File: config.mk
export PLATFORM = sky130hd
export DESIGN_NAME = tick_driven_task_table_scheduler_flat
export DESIGN_NICKNAME = d
export VERILOG_FILES = /design/src/sv/ttts_pkg.sv /design/src/sv/ttts_req_if.sv /design/src/sv/ttts_rsp_if.sv /design/src/sv/ttts_ctrl.sv /design/src/sv/ttts_datapath.sv /design/src/sv/tick_driven_task_table_scheduler.sv /design/src/flat_wrapper.sv
export VERILOG_INCLUDE_DIRS = /design/src /design/src/sv
export SDC_FILE = /design/constraint.sdc
export NUM_CORES = 1
export LEC_CHECK = 0
export BUFFER_PORTS_ARGS = -buffer_cell sky130_fd_sc_hd__buf_4
export CORE_ASPECT_RATIO = 0.8
export CORE_MARGIN = 2
export CORE_UTILIZATION = 26
export CTS_CLUSTER_SIZE = 30
export DETAILED_ROUTE_END_ITERATION = 6
export PLACE_DENSITY = 0.51
export SETUP_SLACK_MARGIN = 0.4
export SYNTH_ARGS = -nofsm -noshare
export SYNTH_HDL_FRONTEND = slang
export SYNTH_SLANG_ARGS = --single-unit
File: constraint.sdc
create_clock -name clock -period 6.8 [get_ports clock]
set_input_delay 0.34 -clock clock [delete_from_list [all_inputs] [get_ports clock]]
set_output_delay 0.34 -clock clock [all_outputs]
set_load 0.1 [all_outputs]
File: src/sv/tick_driven_task_table_scheduler_defines.svh
// Assertion macros shared by the scheduler's controller and datapath.
// Needs a clock named clock and a synchronous reset named reset in scope.
`ifndef TICK_DRIVEN_TASK_TABLE_SCHEDULER_DEFINES_SVH
`define TICK_DRIVEN_TASK_TABLE_SCHEDULER_DEFINES_SVH

// Same-cycle implication, checked outside reset.
`define TTTS_ASSERT_NOW(label, ante, cons, msg) \
   label: assert property (@(posedge clock) disable iff (reset) (ante) |-> (cons)) \
      else $error(msg);

// Next-cycle implication, checked outside reset.
`define TTTS_ASSERT_NEXT(label, ante, cons, msg) \
   label: assert property (@(posedge clock) disable iff (reset) (ante) |=> (cons)) \
      else $error(msg);

`endif

File: src/sv/ttts_pkg.sv
// Shared constants, codes and controller/datapath command types of the scheduler.
// No dependencies.
`timescale 1ns / 1ps

package ttts_pkg;

   localparam int TASK_SLOTS_DEF = 8;
   localparam int RESULT_LIMIT   = 8;
   localparam int CNT_W          = $clog2(RESULT_LIMIT + 1);

   // operation codes of a request word
   localparam logic [1:0] OP_TICK     = 2'd0;
   localparam logic [1:0] OP_ADD      = 2'd1;
   localparam logic [1:0] OP_DELETE   = 2'd2;
   localparam logic [1:0] OP_DISPATCH = 2'd3;

   // status codes of a response word
   localparam logic [2:0] ST_DONE  = 3'd0;
   localparam logic [2:0] ST_FULL  = 3'd1;
   localparam logic [2:0] ST_RANGE = 3'd2;
   localparam logic [2:0] ST_RUN   = 3'd3;
   localparam logic [2:0] ST_IDLE  = 3'd4;

   // what the output register loads
   typedef enum logic [2:0] {
      OK_DONE,
      OK_FULL,
      OK_RANGE,
      OK_HELD,
      OK_FLUSH
   } out_kind_type;

   typedef struct packed {
      logic         load;
      logic         rd_en;
      logic         tick_wr;
      logic         add_wr;
      logic         del_clr;
      logic         disp_wr;
      logic         hold_load;
      logic         out_load;
      out_kind_type out_kind;
      logic [3:0]   out_slot;
   } ttts_cmd_type;

   typedef struct packed {
      logic slot_free;
      logic slot_ready;
      logic hold_valid;
      logic out_free;
      logic idx_ok;
   } ttts_stat_type;

endpackage

File: src/sv/ttts_req_if.sv
// Request channel of the scheduler: valid/ready handshake and one request word.
// No dependencies.
`timescale 1ns / 1ps

interface ttts_req_if;
   logic        valid;
   logic        ready;
   logic [1:0]  op;
   logic [15:0] first_delay;
   logic [15:0] repeat_period;
   logic [15:0] task_tag;
   logic [7:0]  slot_index;

   modport source (output valid, op, first_delay, repeat_period, task_tag, slot_index,
                   input ready);
   modport sink   (input valid, op, first_delay, repeat_period, task_tag, slot_index,
                   output ready);
endinterface

File: src/sv/ttts_rsp_if.sv
// Response channel of the scheduler: valid/ready handshake and one response word.
// No dependencies.
`timescale 1ns / 1ps

interface ttts_rsp_if;
   logic        valid;
   logic        ready;
   logic [2:0]  status;
   logic [3:0]  slot;
   logic [15:0] tag_out;
   logic        last;

   modport source (output valid, status, slot, tag_out, last, input ready);
   modport sink   (input valid, status, slot, tag_out, last, output ready);
endinterface

File: src/sv/ttts_ctrl.sv
// Scheduler controller: state machine that walks the slot table and drives the datapath.
// Depends on ttts_pkg and the assertion macro header.
`timescale 1ns / 1ps
`include "tick_driven_task_table_scheduler_defines.svh"

module ttts_ctrl #(
   parameter int  TASK_SLOTS = ttts_pkg::TASK_SLOTS_DEF,
   localparam int IDX_W      = (TASK_SLOTS > 1) ? $clog2(TASK_SLOTS) : 1
) (
   input  logic                     clock,
   input  logic                     reset,
   input  logic                     req_valid,
   input  logic [1:0]               req_op,
   output logic                     req_ready,
   input  ttts_pkg::ttts_stat_type  stat,
   output ttts_pkg::ttts_cmd_type   cmd,
   output logic [IDX_W-1:0]         cur_idx,
   output logic [IDX_W-1:0]         rd_addr
);

   typedef enum logic [2:0] {
      S_IDLE,
      S_TICK,
      S_ADD,
      S_DEL,
      S_DISP,
      S_RESP
   } state_type;

   state_type                    state_ff, state_in;
   logic [IDX_W-1:0]             idx_ff, idx_in;
   logic [ttts_pkg::CNT_W-1:0]   cnt_ff, cnt_in;
   ttts_pkg::out_kind_type       kind_ff, kind_in;
   logic [3:0]                   rslot_ff, rslot_in;

   logic                         last_idx;
   logic [IDX_W-1:0]             next_idx;
   logic [ttts_pkg::CNT_W-1:0]   cnt_inc;

   assign last_idx = (idx_ff == IDX_W'(TASK_SLOTS - 1));
   assign next_idx = idx_ff + IDX_W'(1);
   assign cnt_inc  = cnt_ff + ttts_pkg::CNT_W'(1);
   assign cur_idx  = idx_ff;

   always_comb begin
      state_in  = state_ff;
      idx_in    = idx_ff;
      cnt_in    = cnt_ff;
      kind_in   = kind_ff;
      rslot_in  = rslot_ff;
      req_ready = 1'b0;
      rd_addr   = '0;
      cmd       = '0;
      cmd.out_kind = kind_ff;
      cmd.out_slot = rslot_ff;
      unique case (state_ff)
         S_IDLE: begin
            req_ready = 1'b1;
            if (req_valid) begin
               cmd.load = 1'b1;
               idx_in   = '0;
               cnt_in   = '0;
               rslot_in = '0;
               unique case (req_op)
                  ttts_pkg::OP_TICK: begin
                     cmd.rd_en = 1'b1;
                     state_in  = S_TICK;
                  end
                  ttts_pkg::OP_ADD:    state_in = S_ADD;
                  ttts_pkg::OP_DELETE: state_in = S_DEL;
                  default: begin
                     cmd.rd_en = 1'b1;
                     state_in  = S_DISP;
                  end
               endcase
            end
         end
         S_TICK: begin
            cmd.tick_wr = 1'b1;
            if (last_idx) begin
               kind_in  = ttts_pkg::OK_DONE;
               state_in = S_RESP;
            end else begin
               cmd.rd_en = 1'b1;
               rd_addr   = next_idx;
               idx_in    = next_idx;
            end
         end
         S_ADD: begin
            priority if (stat.slot_free) begin
               cmd.add_wr = 1'b1;
               kind_in    = ttts_pkg::OK_DONE;
               rslot_in   = 4'(idx_ff);
               state_in   = S_RESP;
            end else if (last_idx) begin
               kind_in  = ttts_pkg::OK_FULL;
               state_in = S_RESP;
            end else begin
               idx_in = next_idx;
            end
         end
         S_DEL: begin
            cmd.del_clr = 1'b1;
            kind_in     = stat.idx_ok ? ttts_pkg::OK_DONE : ttts_pkg::OK_RANGE;
            state_in    = S_RESP;
         end
         S_DISP: begin
            priority if (stat.slot_ready) begin
               // a second run waits until the held word can move out
               if (!stat.hold_valid || stat.out_free) begin
                  cmd.disp_wr   = 1'b1;
                  cmd.hold_load = 1'b1;
                  cmd.out_load  = stat.hold_valid;
                  cmd.out_kind  = ttts_pkg::OK_HELD;
                  cnt_in        = cnt_inc;
                  if (last_idx || cnt_inc == ttts_pkg::CNT_W'(ttts_pkg::RESULT_LIMIT)) begin
                     kind_in  = ttts_pkg::OK_FLUSH;
                     state_in = S_RESP;
                  end else begin
                     cmd.rd_en = 1'b1;
                     rd_addr   = next_idx;
                     idx_in    = next_idx;
                  end
               end
            end else if (last_idx) begin
               kind_in  = ttts_pkg::OK_FLUSH;
               state_in = S_RESP;
            end else begin
               cmd.rd_en = 1'b1;
               rd_addr   = next_idx;
               idx_in    = next_idx;
            end
         end
         S_RESP: begin
            if (stat.out_free) begin
               cmd.out_load = 1'b1;
               state_in     = S_IDLE;
            end
         end
         default: state_in = S_IDLE;
      endcase
   end

   always_ff @(posedge clock) begin
      if (reset) begin
         state_ff <= S_IDLE;
         idx_ff   <= '0;
         cnt_ff   <= '0;
         kind_ff  <= ttts_pkg::OK_DONE;
         rslot_ff <= '0;
      end else begin
         state_ff <= state_in;
         idx_ff   <= idx_in;
         cnt_ff   <= cnt_in;
         kind_ff  <= kind_in;
         rslot_ff <= rslot_in;
      end
   end

   `TTTS_ASSERT_NOW(a_cnt_bound, 1'b1, cnt_ff <= ttts_pkg::CNT_W'(ttts_pkg::RESULT_LIMIT), "dispatch count past limit")
   `TTTS_ASSERT_NEXT(a_resp_done, state_ff == S_RESP && stat.out_free, state_ff == S_IDLE, "response did not retire")
   `TTTS_ASSERT_NOW(a_ready_idle, req_ready, state_ff == S_IDLE, "request taken outside idle")

endmodule

File: src/sv/ttts_datapath.sv
// Scheduler datapath: slot table memory, valid bits, held dispatch word and output register.
// Depends on ttts_pkg and the assertion macro header.
`timescale 1ns / 1ps
`include "tick_driven_task_table_scheduler_defines.svh"

module ttts_datapath #(
   parameter int  TASK_SLOTS = ttts_pkg::TASK_SLOTS_DEF,
   localparam int IDX_W      = (TASK_SLOTS > 1) ? $clog2(TASK_SLOTS) : 1
) (
   input  logic                     clock,
   input  logic                     reset,
   input  ttts_pkg::ttts_cmd_type   cmd,
   output ttts_pkg::ttts_stat_type  stat,
   input  logic [IDX_W-1:0]         cur_idx,
   input  logic [IDX_W-1:0]         rd_addr,
   input  logic [15:0]              req_first_delay,
   input  logic [15:0]              req_repeat_period,
   input  logic [15:0]              req_task_tag,
   input  logic [7:0]               req_slot_index,
   input  logic                     rsp_ready,
   output logic                     rsp_valid,
   output logic [2:0]               rsp_status,
   output logic [3:0]               rsp_slot,
   output logic [15:0]              rsp_tag_out,
   output logic                     rsp_last
);

   typedef struct packed {
      logic [15:0] delay;
      logic [15:0] period;
      logic [7:0]  runs;
      logic [15:0] tag;
   } entry_type;

   // latched request word
   logic [15:0]       delay_ff, period_ff, tag_ff;
   logic [7:0]        sidx_ff;

   entry_type         tbl_ff [TASK_SLOTS];
   entry_type         rd_ff;
   entry_type         tick_data, wr_data;
   logic              wr_en;

   logic [TASK_SLOTS-1:0] vld_ff, vld_in;

   logic              hold_valid_ff, hold_valid_in;
   logic [3:0]        hold_slot_ff;
   logic [15:0]       hold_tag_ff;

   logic              out_valid_ff, out_valid_in;
   logic [2:0]        out_status_ff, out_status_in;
   logic [3:0]        out_slot_ff, out_slot_in;
   logic [15:0]       out_tag_ff, out_tag_in;
   logic              out_last_ff, out_last_in;

   logic              idx_ok;

   assign idx_ok = (sidx_ff < 8'(TASK_SLOTS));

   always_ff @(posedge clock) begin
      if (cmd.load) begin
         delay_ff  <= req_first_delay;
         period_ff <= req_repeat_period;
         tag_ff    <= req_task_tag;
         sidx_ff   <= req_slot_index;
      end
   end

   // tick: at zero count a run and reload from a nonzero period, else count down
   always_comb begin
      tick_data = rd_ff;
      if (rd_ff.delay == 16'd0) begin
         if (rd_ff.runs != 8'hFF) tick_data.runs = rd_ff.runs + 8'd1;
         if (rd_ff.period != 16'd0) tick_data.delay = rd_ff.period;
      end else begin
         tick_data.delay = rd_ff.delay - 16'd1;
      end
   end

   always_comb begin
      wr_en   = cmd.add_wr | cmd.disp_wr | (cmd.tick_wr & vld_ff[cur_idx]);
      wr_data = tick_data;
      priority if (cmd.add_wr) begin
         wr_data = '{delay: delay_ff, period: period_ff, runs: 8'd0, tag: tag_ff};
      end else if (cmd.disp_wr) begin
         wr_data      = rd_ff;
         wr_data.runs = rd_ff.runs - 8'd1;
      end else begin
         wr_data = tick_data;
      end
   end

   always_ff @(posedge clock) begin
      if (wr_en) tbl_ff[cur_idx] <= wr_data;
      if (cmd.rd_en) rd_ff <= tbl_ff[rd_addr];
   end

   always_comb begin
      vld_in = vld_ff;
      if (cmd.add_wr) vld_in[cur_idx] = 1'b1;
      if (cmd.disp_wr && rd_ff.period == 16'd0) vld_in[cur_idx] = 1'b0;
      if (cmd.del_clr && idx_ok) vld_in[sidx_ff[IDX_W-1:0]] = 1'b0;
   end

   always_comb begin
      hold_valid_in = hold_valid_ff;
      if (cmd.hold_load) begin
         hold_valid_in = 1'b1;
      end else if (cmd.out_load && cmd.out_kind == ttts_pkg::OK_FLUSH) begin
         hold_valid_in = 1'b0;
      end
   end

   always_comb begin
      out_valid_in  = out_valid_ff & ~rsp_ready;
      out_status_in = out_status_ff;
      out_slot_in   = out_slot_ff;
      out_tag_in    = out_tag_ff;
      out_last_in   = out_last_ff;
      if (cmd.out_load) begin
         out_valid_in = 1'b1;
         out_slot_in  = 4'd0;
         out_tag_in   = 16'd0;
         out_last_in  = 1'b1;
         unique case (cmd.out_kind)
            ttts_pkg::OK_DONE: begin
               out_status_in = ttts_pkg::ST_DONE;
               out_slot_in   = cmd.out_slot;
            end
            ttts_pkg::OK_FULL: begin
               out_status_in = ttts_pkg::ST_FULL;
               out_slot_in   = 4'(TASK_SLOTS);
            end
            ttts_pkg::OK_RANGE: out_status_in = ttts_pkg::ST_RANGE;
            ttts_pkg::OK_HELD: begin
               out_status_in = ttts_pkg::ST_RUN;
               out_slot_in   = hold_slot_ff;
               out_tag_in    = hold_tag_ff;
               out_last_in   = 1'b0;
            end
            default: begin
               if (hold_valid_ff) begin
                  out_status_in = ttts_pkg::ST_RUN;
                  out_slot_in   = hold_slot_ff;
                  out_tag_in    = hold_tag_ff;
               end else begin
                  out_status_in = ttts_pkg::ST_IDLE;
               end
            end
         endcase
      end
   end

   always_ff @(posedge clock) begin
      if (reset) begin
         vld_ff        <= '0;
         hold_valid_ff <= 1'b0;
         out_valid_ff  <= 1'b0;
      end else begin
         vld_ff        <= vld_in;
         hold_valid_ff <= hold_valid_in;
         out_valid_ff  <= out_valid_in;
      end
      if (cmd.hold_load) begin
         hold_slot_ff <= 4'(cur_idx);
         hold_tag_ff  <= rd_ff.tag;
      end
      out_status_ff <= out_status_in;
      out_slot_ff   <= out_slot_in;
      out_tag_ff    <= out_tag_in;
      out_last_ff   <= out_last_in;
   end

   assign stat.slot_free  = ~vld_ff[cur_idx];
   assign stat.slot_ready = vld_ff[cur_idx] & (rd_ff.runs != 8'd0);
   assign stat.hold_valid = hold_valid_ff;
   assign stat.out_free   = ~out_valid_ff | rsp_ready;
   assign stat.idx_ok     = idx_ok;

   assign rsp_valid   = out_valid_ff;
   assign rsp_status  = out_status_ff;
   assign rsp_slot    = out_slot_ff;
   assign rsp_tag_out = out_tag_ff;
   assign rsp_last    = out_last_ff;

   `TTTS_ASSERT_NOW(a_out_room, cmd.out_load, ~out_valid_ff | rsp_ready, "output overwritten")
   `TTTS_ASSERT_NOW(a_hold_spill, cmd.hold_load && hold_valid_ff, cmd.out_load, "held run lost")
   `TTTS_ASSERT_NOW(a_add_free, cmd.add_wr, ~vld_ff[cur_idx], "add into a live slot")

endmodule

File: src/sv/tick_driven_task_table_scheduler.sv
// Channel     Dir  Handshake    Word
// req_ch      in   valid/ready  op, first_delay, repeat_period, task_tag, slot_index
// rsp_ch      out  valid/ready  status, slot, tag_out, last
//
// One request at a time. A tick walks the slot table one slot per cycle through the
// single-read-port table memory; a dispatch does so too while it does not stall.
// Add scans valid bits for the first free slot; delete clears the named slot's valid bit.
// Dispatch stalls while a run word is waiting and the output register is still full;
// every request also holds its final word until the output register frees up.
// Synchronous reset empties the table (valid bits only) and drops pending words.
//
// Top level of the tick-driven task table scheduler; joins controller and datapath.
// Depends on ttts_pkg, ttts_req_if, ttts_rsp_if, ttts_ctrl and ttts_datapath.
`timescale 1ns / 1ps

module tick_driven_task_table_scheduler #(
   parameter int TASK_SLOTS = ttts_pkg::TASK_SLOTS_DEF
) (
   input logic         clock,
   input logic         reset,
   ttts_req_if.sink    req_ch,
   ttts_rsp_if.source  rsp_ch
);

   localparam int IDX_W = (TASK_SLOTS > 1) ? $clog2(TASK_SLOTS) : 1;

   ttts_pkg::ttts_cmd_type  cmd;
   ttts_pkg::ttts_stat_type stat;
   logic [IDX_W-1:0]        cur_idx;
   logic [IDX_W-1:0]        rd_addr;
   logic                    req_ready;

   // controller: sequence the request, walk slot indexes, gate output loads
   ttts_ctrl #(
      .TASK_SLOTS (TASK_SLOTS)
   ) u_ctrl (
      .clock     (clock),
      .reset     (reset),
      .req_valid (req_ch.valid),
      .req_op    (req_ch.op),
      .req_ready (req_ready),
      .stat      (stat),
      .cmd       (cmd),
      .cur_idx   (cur_idx),
      .rd_addr   (rd_addr)
   );

   // datapath: hold the slot table, update slots, build response words
   ttts_datapath #(
      .TASK_SLOTS (TASK_SLOTS)
   ) u_datapath (
      .clock             (clock),
      .reset             (reset),
      .cmd               (cmd),
      .stat              (stat),
      .cur_idx           (cur_idx),
      .rd_addr           (rd_addr),
      .req_first_delay   (req_ch.first_delay),
      .req_repeat_period (req_ch.repeat_period),
      .req_task_tag      (req_ch.task_tag),
      .req_slot_index    (req_ch.slot_index),
      .rsp_ready         (rsp_ch.ready),
      .rsp_valid         (rsp_ch.valid),
      .rsp_status        (rsp_ch.status),
      .rsp_slot          (rsp_ch.slot),
      .rsp_tag_out       (rsp_ch.tag_out),
      .rsp_last          (rsp_ch.last)
   );

   // take a new request only from the idle state
   assign req_ch.ready = req_ready;

endmodule
File: src/flat_wrapper.sv
// flat-port wrapper written by rule: the top's interface ports become plain ports
module tick_driven_task_table_scheduler_flat 
#(
   parameter int TASK_SLOTS = ttts_pkg::TASK_SLOTS_DEF
)
  (clock, reset, req_ch_valid, req_ch_op, req_ch_first_delay, req_ch_repeat_period, req_ch_task_tag, req_ch_slot_index, req_ch_ready, rsp_ch_valid, rsp_ch_status, rsp_ch_slot, rsp_ch_tag_out, rsp_ch_last, rsp_ch_ready);
  ttts_req_if req_ch_i ();
  ttts_rsp_if rsp_ch_i ();
  input logic clock;
  input logic reset;
  input wire logic [$bits(req_ch_i.valid)-1:0] req_ch_valid;
  input wire logic [$bits(req_ch_i.op)-1:0] req_ch_op;
  input wire logic [$bits(req_ch_i.first_delay)-1:0] req_ch_first_delay;
  input wire logic [$bits(req_ch_i.repeat_period)-1:0] req_ch_repeat_period;
  input wire logic [$bits(req_ch_i.task_tag)-1:0] req_ch_task_tag;
  input wire logic [$bits(req_ch_i.slot_index)-1:0] req_ch_slot_index;
  output wire logic [$bits(req_ch_i.ready)-1:0] req_ch_ready;
  output wire logic [$bits(rsp_ch_i.valid)-1:0] rsp_ch_valid;
  output wire logic [$bits(rsp_ch_i.status)-1:0] rsp_ch_status;
  output wire logic [$bits(rsp_ch_i.slot)-1:0] rsp_ch_slot;
  output wire logic [$bits(rsp_ch_i.tag_out)-1:0] rsp_ch_tag_out;
  output wire logic [$bits(rsp_ch_i.last)-1:0] rsp_ch_last;
  input wire logic [$bits(rsp_ch_i.ready)-1:0] rsp_ch_ready;
  assign req_ch_i.valid = req_ch_valid;
  assign req_ch_i.op = req_ch_op;
  assign req_ch_i.first_delay = req_ch_first_delay;
  assign req_ch_i.repeat_period = req_ch_repeat_period;
  assign req_ch_i.task_tag = req_ch_task_tag;
  assign req_ch_i.slot_index = req_ch_slot_index;
  assign req_ch_ready = req_ch_i.ready;
  assign rsp_ch_valid = rsp_ch_i.valid;
  assign rsp_ch_status = rsp_ch_i.status;
  assign rsp_ch_slot = rsp_ch_i.slot;
  assign rsp_ch_tag_out = rsp_ch_i.tag_out;
  assign rsp_ch_last = rsp_ch_i.last;
  assign rsp_ch_i.ready = rsp_ch_ready;
  tick_driven_task_table_scheduler #(.TASK_SLOTS(TASK_SLOTS)) u_core (.clock(clock), .reset(reset), .req_ch(req_ch_i), .rsp_ch(rsp_ch_i));
endmodule
==> results of run 1 <==
[Yosys cell counts (17+ instances only)]
cell type | count | area, um^2
edfxtp_1 | 603 | 18100
a211oi_1 | 235 | 1760
and3_1 | 229 | 1430
nand2_1 | 137 | 514
nor2_1 | 77 | 289
buf_2 | 57 | 285
clkbuf_1 | 53 | 199
a21oi_1 | 44 | 220
nor4_1 | 40 | 250
o21ai_0 | 28 | 140
dfxtp_1 | 26 | 521
nor4_2 | 26 | 325
nor3_1 | 24 | 120
inv_1 | 20 | 75.1
nand3_1 | 20 | 100
and2_1 | 17 | 106
[stage by stage]
step	hold slack, ns	std cells	total power, mW	setup slack, ns
4_1_cts	0.0414	3274	12.1	2.12
6_report	0.0800	3274	12.0	2.08
2_1_floorplan	0.426	1811	7.74	0.616
3_3_place_gp	0.430	3104	8.65	2.34
5_1_grt	0.0789	3274	12.6	1.73
3_5_place_dp	0.437	3104	8.73	2.13
[worst max path at each step]
stage	to	slack (ns)
after floorplan	u_core.u_datapath.rd_ff[0]	0.62
after global placement	u_core.u_datapath.rd_ff[22]	2.34
after detailed placement	u_core.u_datapath.rd_ff[39]	2.13
after CTS	u_core.u_datapath.rd_ff[39]	2.12
after global routing	u_core.u_datapath.rd_ff[10]	1.73
final	u_core.u_datapath.rd_ff[10]	2.08
[state kept, by name, summed over array words and instances (netlist names), 4 cells and up]
name	flops
u_core.u_ctrl.cnt_ff	4
u_core.u_datapath.delay_ff	16
u_core.u_datapath.hold_tag_ff	16
u_core.u_datapath.period_ff	16
u_core.u_datapath.rd_ff	56
u_core.u_datapath.rsp_slot	4
u_core.u_datapath.rsp_tag_out	16
u_core.u_datapath.sidx_ff	8
u_core.u_datapath.tag_ff	16
u_core.u_datapath.tbl_ff	448
u_core.u_datapath.vld_ff	8
[per-layer routing]
| layer | vias up | track usage, % | wire length, um |
|---|---|---|---|
| li1 | 7349 | - | - |
| met1 | 8061 | 19.1 | 33000 |
| met2 | 546 | 19.3 | 29700 |
| met3 | 83 | 2.38 | 3870 |
| met4 | 0 | 2.98 | 1070 |
| met5 | - | 0 | 0 |
[cell type report]
class / instances / area [um^2]
fillers: 9687 / 68400
flip-flops and latches: 629 / 18600
multi-input cells: 1024 / 6670
well taps: 1312 / 1640
clock buffers: 78 / 1610
repair buffers: 173 / 1450
clock inverters: 36 / 323
inverters: 22 / 82.6
[timing repair]
| item | in CTS | in global routing |
|---|---|---|
| hold endpoints to repair | 56 | 0 |
| buffers inserted | 0 | 0 |
| hold buffers | 56 | 0 |
[cell families (layout without fill, tap and decap cells)]
kind of cell               after synthesis  after routing  synth area share, %
and+or+nand+nor                        617            617                 13.6
xor gates and xnor gates                 6              6                0.202
AOI/OAI and AO/OA                      381            381                 10.5
muxes                                    7              7                0.275
DFF                                    629            629                 71.8
buffers and inverters                  158            309                 3.00
adders and majority gates               13             13                0.627
[critical path, stage by stage, from the launching register on]
cell      delay, ns
dfxtp_1        0.75
nand2b_1       0.26
o22ai_2        0.26
or2_2          0.43
nand3_4        0.72
nand2_8        0.92
buf_4          0.48
a211oi_1       0.14
nor4_1         0.35
[power groups by stage]
stage	clock network, mW	registers (mW)	logic, mW
2_1_floorplan	0	5.66	2.08
3_3_place_gp	0	5.79	2.86
3_5_place_dp	0	5.79	2.94
4_1_cts	3.39	5.72	2.97
5_1_grt	3.54	5.77	3.27
6_report	3.28	5.73	2.96
==> results.tsv, run 1 <==
metric	value	unit
io_pins	88	
ys_ff_latch	629	
start_util	26.3	%
postRouteAntennaNets	0	
layout.nets	1985	
max-clock-path-buffers	3	
path_clk_slew	0.06	ns
drive_above_1_share	14.0	%
cts_tree	yes	
finalHoldViolCount	0	
setup_tns	0	ns
ys.flop_type	edfxtp_1	
pwr-share-comb	24.7	%
grt_max_degree	225	
place.gp.congestion	0.829	
status	finished with violations	
grt_pass1_wl	100000	um
routed_wl	67700	um
postSynthAreaPerCell	14.3	um^2
grt_usage	12.9	%
dieWidth	357	um
synthesis.nets	1886	
r2r_end	u_core.u_datapath.rd_ff[10]	
drc_errors	9	
io_buffers	87	
vias	16000	
antenna_found_initial	0	
hp-class	input port to register	
p_clk_share	27.4	%
critical_path.max_fanout	131	
drt_first_pass_iters	7	
yosys_warnings	0	
layout_commonest_cell	edfxtp_1	
rsz0062_at_grt	false	
grt_pass1_vias	15600	
clock-sinks	629	
p_leak	9.85	nW
slew_headroom	20.6	%
cp.required	7.23	ns
post-route-util	30.8	%
p_int	8.08	mW
swShare	32.5	%
power_switching	3.89	mW
rows	103	
dpl.hpwl	36800	um
synthCells	1811	
post_cts_resized	0	
ir_drop	0.314	mV
finClkSkew	0.0280	ns
ff2ff_setup_slack	2.08	ns
drv_cap	0	
dpl-instance-area	27900	um^2
final_cell_mix	edfxtp_1, a211oi_1, and3_1	
fmax	212	MHz
crit_type	register to register	
wl_per_cell	20.7	um
synthArstFlopShare	0	%
cts_buffers	60	
seq_area_frac_synth	71.8	%
setup_violations	0	
cp.arrival	5.15	ns
hold_path_end	u_core.u_datapath.rsp_valid	
final_area	30400	um^2
critPathLaunchType	register	
syn2layout_area_growth	17.1	%
synth_area	26000	um^2
tightest_slew	1.18	ns
synth_edf_count	603	
seq_power_share	47.8	%
die-area	102000	um^2
min_period	4.72	ns
r2r_cells	8	
grt.overflow.total	0	
slew_viol_final	0	
end_kind	register	
cts.htree.levels	2	
drt_iter0_drc	1675	
clockRootBuffer	clkbuf_16	
core	98800	um^2
fin_crit_sh	69.4	%
yosysUniqueCellTypes	75	
hp-start	reset	
insertion_delay	0.65	ns
n_antenna_cell	0	
viasPerCell	4.90	
min_delay_path_depth	2	
powerDensity	394	nW/um^2
die_h	287	um
violations	design-rule violations	
rr_startpoint	u_core.u_ctrl.cur_idx[0]	
startpoint	u_core.u_ctrl.cur_idx[0]	
No activity file was read; power rests on OpenSTA's default activity.
==> run 2, diff against run 1 <==
ABC_AREA = 1   (was default)
clock period = 4.69 ns   (was 6.8 ns; I/O delays follow)
==> run 2 against run 1 <==
Final area rose by 2.4%; highest routed layer unchanged; sequential share of layout area fell by 1.4 points; critical path type unchanged; sequential power rose by 46%; global-route usage rose by 0.70 points; critical path depth rose by 4; via count rose by 9.8%; clock skew fell by 0.0094 ns; maximum frequency rose by 25%; first-iteration DRC count rose by 0.60%; cell count rose by 15%; the run now ends clean.
==> results.tsv, run 2 <==
metric	value	unit	change
io_pins	88		unchanged
end_kind	register		
hold_path_end	u_core.u_ctrl.state_ff[2]		
critPathLaunchType	register		
die-area	103000	um^2	+0.99%
drt_iter0_drc	1685		+0.60%
min_period	3.77	ns	-0.946 ns
powerDensity	628	nW/um^2	+59%
setup_violations	0		unchanged
cts_buffers	71		+18%
top_register	u_core.u_datapath.tbl_ff		
syn2layout_area_growth	18.8	%	
postRouteAntennaNets	0		unchanged
max-clock-path-buffers	3		unchanged
cts_setup_buffers	0		unchanged
total_power	19.5	mW	+63%
cp.required	5.15	ns	-2.08 ns
insertion_delay	0.61	ns	-0.04 ns
rr_startpoint	u_core.u_ctrl.cur_idx[0]		
synthesis.nets	2347		+24%
p_leak	11.2	nW	+13%
slew_headroom	18.2	%	-2.5 points
ir_drop	0.597	mV	+90%
dpl.hpwl	39100	um	+6.2%
yosys_warnings	0		unchanged
synthCells	2272		+25%
layout_commonest_cell	nand3_1		
synth_edf_count	603		unchanged
yosysUniqueCellTypes	37		-51%
r2r_cells	12		+4
ys_ff_latch	629		unchanged
yosys.cell_count.top_type	nand3_1		
grt.overflow.total	0		unchanged
hp-start	req_ch_valid		
wl_per_cell	18.8	um	-9.1%
clockRootBuffer	clkbuf_16		
top_regs	u_core.u_datapath.tbl_ff (448), u_core.u_datapath.rd_ff (56)		
grt_pass1_vias	17100		+9.9%
drc_errors	0		-9
multi_input_area	6600	um^2	-1.1%
path_clk_slew	0.06	ns	about the same
fill_cells	10100		+4.7%
io_buffers	87		unchanged
dieWidth	359	um	+0.49%
antenna_found_initial	0		unchanged
post-route-util	31.0	%	+0.28 points
stdcell_count	3768		+15%
ff2ff_setup_slack	0.92	ns	-1.16 ns
rows	104		+0.97%
tightest_slew	1.23	ns	+0.0471 ns
vias	17600		+9.8%
finClkSkew	0.0187	ns	-0.00939 ns
final_cell_mix	nand3_1, edfxtp_1, nand2_1		
critical_path.max_fanout	224		+71%
drv_cap	0		unchanged
clock-sinks	629		unchanged
grt_max_degree	225		unchanged
fin_crit_sh	80.4	%	+11 points
place.gp.congestion	0.823		-0.74%
slew_viol_final	0		unchanged
synth_area	26200	um^2	+1.0%
drt_first_pass_iters	5		-2
rsz0062_at_grt	false		
dpl-instance-area	28300	um^2	+1.4%
synth_top_area_share	69.1	%	-0.69 points
start_util	26.1	%	-0.13 points
cts.htree.levels	3		+1
min_delay_path_depth	6		+4
setup_tns	0	ns	unchanged
status	finished clean		
largest_register_ffs	448		unchanged
crit_type	register to register		
synthArstFlopShare	0	%	unchanged
synth_common_cells	nand3_1, edfxtp_1, nand2_1		
r2r_end	u_core.u_datapath.rd_ff[7]		
layout.nets	2467		+24%
cp.arrival	4.24	ns	-0.91 ns
core	100000	um^2	+1.5%
yosys-top-cells-area	edfxtp_1, nand3_1, nand2_1, dfxtp_1, inv_1		
yosys.area.top_type	edfxtp_1		
cts_tree	yes		
finalHoldViolCount	0		unchanged
routed_wl	70800	um	+4.6%
sequential_cell_area	18600	um^2	unchanged
n_antenna_cell	0		unchanged
grt_usage	13.6	%	+0.70 points
post_cts_resized	0		unchanged
ys.flop_type	edfxtp_1		
postSynthAreaPerCell	11.5	um^2	-19%
fmax	265	MHz	+25%
seq_area_frac_synth	71.0	%	-0.71 points
drive_above_1_share	10.4	%	-3.6 points
grt_pass1_wl	108000	um	+7.9%
final_area	31100	um^2	+2.4%
hp-class	input port to register		
die_h	288	um	+0.49%
place_inst	3586		+16%
viasPerCell	4.67		-4.6%
==> run 2: worst max-delay path, stage by stage, from the launching register on <==
cell      delay (ns)
dfxtp_1         0.60
ha_1            0.25
ha_1            0.28
clkinv_1        0.34
ha_1            0.35
inv_1           0.07
nand2_1         0.08
nand3_4         0.13
buf_12          0.65
nand3_1         0.15
nand3_1         0.16
nand3_1         0.15
nand2_1         0.11
==> run 2: through the flow <==
stage               setup WS (ns)  hold slack (ns)
CTS                          1.01            0.175
floorplan                   0.444            0.333
detailed placement           1.03            0.414
finish                      0.919            0.213
global route                0.627            0.254
global placement             1.07            0.413
==> run 2: kinds of logic (layout without fill, tap and decap cells) <==
group | count (synthesis) | count (layout) | synth area share, %
buffers and inverters | 241 | 412 | 4.07
and+or+nand+nor | 1240 | 1240 | 21.1
adders and majority gates | 13 | 13 | 0.620
xor gates and xnor gates | 9 | 9 | 0.301
DFF | 629 | 629 | 71.0
AOI/OAI and AO/OA | 140 | 140 | 2.88
==> run 2: per-layer routing <==
metal  track usage, %  vias to the layer above  wire length, um
li1                 -                     8355                -
met3             2.38                       95             4050
met4             3.54                        0             1310
met1             19.9                     8651            34200
met5                0                        -                0
met2             20.6                      504            31300
==> run 2: report_power, final <==
| group | switching (mW) | internal (mW) | leakage (nW) |
|---|---|---|---|
| sequential | 0.458 | 7.90 | 5.71 |
| combinational | 4.25 | 1.51 | 4.36 |
| clock | 2.21 | 3.22 | 1.09 |
| total | 6.91 | 12.6 | 11.2 |
==> run 2: timing repair <==
item                       CTS  global route
hold buffers                58             0
hold endpoints to repair    63             0
setup endpoints to repair    0             0
==> run 2: cell type report <==
cell class | count | share of cell area [%]
clock inverters | 40 | 1.21
clock buffers | 84 | 6.00
inverters | 108 | 1.33
flip-flops and latches | 629 | 59.8
multi-input cells | 1402 | 21.2
repair buffers | 180 | 5.13
well taps | 1325 | 5.32
==> run 2: how the worst max path moves through the flow <==
stage                                    from                           to  cells after the start
floorplan           u_core.u_ctrl.state_ff[0]   u_core.u_datapath.rd_ff[0]                      7
global placement     u_core.u_ctrl.cur_idx[0]  u_core.u_datapath.rd_ff[52]                     13
detailed placement   u_core.u_ctrl.cur_idx[0]  u_core.u_datapath.rd_ff[41]                     13
CTS                  u_core.u_ctrl.cur_idx[0]  u_core.u_datapath.rd_ff[38]                     13
global route         u_core.u_ctrl.cur_idx[0]  u_core.u_datapath.rd_ff[39]                     13
finish               u_core.u_ctrl.cur_idx[0]   u_core.u_datapath.rd_ff[7]                     12
==> run 3, diff against run 2 <==
ABC_AREA = 0   (was 1)
clock period = 3.6 ns   (was 4.69 ns; I/O delays follow)
==> run 3 against run 2 <==
The run now ends with design-rule violations left; maximum frequency is 21% higher; register-to-register slack worse by 0.45 ns; clock skew is 0.0042 ns higher; die area is 0.98% lower; critical endpoint is now u_core.u_datapath.tbl_ff[5][50].
==> results.tsv, run 3 (synthesis results as in run 1) <==
metric	value	unit	change
status	finished with violations		
violations	design-rule violations		
routed_wl	71500	um	+0.88%
crit_path_cell_trace	mux2i_1 -> o22ai_1 -> or2_2 -> buf_4 -> nor3_4 -> a211oi_4 -> buf_12 -> nor2_4 -> buf_16		
die-area	102000	um^2	-0.98%
hp-class	input port to register		
p_clk_share	29.1	%	+1.3 points
die_h	287	um	-0.49%
grt_pass1_wl	106000	um	-2.5%
grt.overflow.total	0		unchanged
swShare	32.3	%	-3.1 points
rr_startpoint	u_core.u_ctrl.cur_idx[0]		
grt_max_degree	89		-60%
dieWidth	357	um	-0.49%
max_stage_delay	0.51	ns	-0.14 ns
r2r_cells	9		-3
top_regs	u_core.u_datapath.tbl_ff (448), u_core.u_datapath.rd_ff (56)		
grt_usage	13.7	%	+0.080 points
cp.arrival	3.38	ns	-0.86 ns
power_switching	7.83	mW	+13%
setup_tns	0	ns	unchanged
fin_crit_sh	86.9	%	+6.5 points
slew_viol_final	0		unchanged
start_util	26.3	%	+0.13 points
viasPerCell	4.90		+4.9%
layout.nets	2047		-17%
drive_above_1_share	17.7	%	+7.3 points
clockRootBuffer	clkbuf_16		
drt_first_pass_iters	7		+2
cts_buffers	68		-4.2%
antenna_found_initial	0		unchanged
core	98800	um^2	-1.5%
cts_tree	yes		
r2r_end	u_core.u_datapath.tbl_ff[5][50]		
finClkSkew	0.0228	ns	+0.00418 ns
slew_headroom	55.8	%	+38 points
final_cell_mix	edfxtp_1, a211oi_1, and3_1		
critPathSlowestCell	dfxtp_4		
grt_pass1_vias	16300		-4.5%
drt_iter0_drc	1488		-12%
fmax	320	MHz	+21%
io_pins	88		unchanged
largest_register_ffs	448		unchanged
cts.htree.levels	3		unchanged
finalHoldViolCount	0		unchanged
cp.required	3.85	ns	-1.30 ns
tightest_slew	0.663	ns	-0.565 ns
pwr-share-comb	26.3	%	-3.1 points
top_register	u_core.u_datapath.tbl_ff		
final_area	31800	um^2	+2.0%
fill_cells	9685		-4.5%
min_period	3.13	ns	-0.642 ns
crit_type	register to register		
dpl-instance-area	28700	um^2	+1.4%
multi_input_area	6800	um^2	+3.1%
path_clk_slew	0.06	ns	about the same
dpl.hpwl	38900	um	-0.52%
place.gp.congestion	0.815		-0.96%
hold_path_end	u_core.u_ctrl.state_ff[0]		
p_int	16.4	mW	+30%
critical_path.max_fanout	56		-75%
io_buffers	87		unchanged
hp-start	req_ch_valid		
clock-sinks	629		unchanged
max-clock-path-buffers	3		unchanged
drc_errors	9		+9
wl_per_cell	21.4	um	+14%
n_antenna_cell	0		unchanged
rsz0062_at_grt	true		
sequential_cell_area	18600	um^2	about the same
end_kind	register		
vias	16400		-7.1%
syn2layout_area_growth	22.3	%	
layout_commonest_cell	edfxtp_1		
ff2ff_setup_slack	0.47	ns	-0.45 ns
seq_power_share	44.6	%	+1.8 points
rows	103		-0.96%
drv_cap	0		unchanged
p_leak	10.4	nW	-6.5%
postRouteAntennaNets	0		unchanged
insertion_delay	0.62	ns	about the same
critPathLaunchType	register		
powerDensity	763	nW/um^2	+22%
min_delay_path_depth	5		-1
ir_drop	0.440	mV	-26%
setup_violations	0		unchanged
run 3: timing repair:
item | CTS | global route
hold buffers | 58 | 0
cloned | 1 | 2
resized for setup | 8 | 26
setup buffers | 1 | 4
pin swaps | 2 | 2
endpoints found under the setup margin | 259 | 480
hold endpoints to repair | 73 | 0
run 3: stage by stage:
stage | power (mW) | std cells | hold slack, ns | util (%) | worst slack (ns)
2_1_floorplan | 14.7 | 1811 | 0.279 | - | 0.126
3_3_place_gp | 16.9 | 3148 | 0.358 | 29.0 | 0.197
3_5_place_dp | 17.0 | 3148 | 0.359 | 29.0 | 0.0644
4_1_cts | 24.3 | 3331 | 0.0523 | 32.0 | 0.403
5_1_grt | 25.4 | 3337 | 0.123 | 32.1 | 0.391
6_report | 24.2 | 3337 | 0.0890 | 32.1 | 0.471
run 3: layout make-up:
type                    count  area share, %
inverters                  22          0.272
clock inverters            43           1.45
repair buffers            227           7.44
multi-input cells        1024           21.4
well taps                1312           5.17
clock buffers              80           5.57
flip-flops and latches    629           58.7
run 3: power by group through the flow:
| stage | clock network (mW) | logic (mW) | registers [mW] |
|---|---|---|---|
| after detailed placement | 0 | 6.10 | 10.9 |
| after floorplan | 0 | 4.02 | 10.6 |
| after CTS | 7.25 | 6.30 | 10.8 |
| after global placement | 0 | 5.99 | 10.9 |
| final | 7.06 | 6.37 | 10.8 |
| after global routing | 7.52 | 6.99 | 10.9 |
run 3: routing by layer:
metal	wire (um)	global-route usage, %	share of wire (%)	vias up
li1	-	-	-	7483
met1	34200	19.8	48	8268
met2	31400	20.7	44	523
met3	4600	2.98	6.4	86
met4	1260	3.32	1.8	0
met5	0	0	0	-
run 3: how the worst max path moves through the flow:
stage                                      startpoint                               to
final                        u_core.u_ctrl.cur_idx[0]  u_core.u_datapath.tbl_ff[5][50]
after floorplan              u_core.u_ctrl.cur_idx[0]   u_core.u_datapath.tbl_ff[0][0]
after detailed placement  u_core.u_datapath.rd_ff[16]      u_core.u_datapath.rd_ff[41]
after CTS                    u_core.u_ctrl.cur_idx[1]      u_core.u_datapath.rd_ff[28]
after global placement       u_core.u_ctrl.cur_idx[0]      u_core.u_datapath.rd_ff[41]
after global routing         u_core.u_ctrl.cur_idx[1]      u_core.u_datapath.rd_ff[51]
run 3: critical path: cells and delay by family, from the launching register on:
| kind | cells | cell delay, ns |
|---|---|---|
| buffers and inverters | 3 | 0.78 |
| and+or+nand+nor | 3 | 0.87 |
| DFF | 1 | 0.51 |
| AOI/OAI and AO/OA | 2 | 0.23 |
| muxes | 1 | 0.27 |
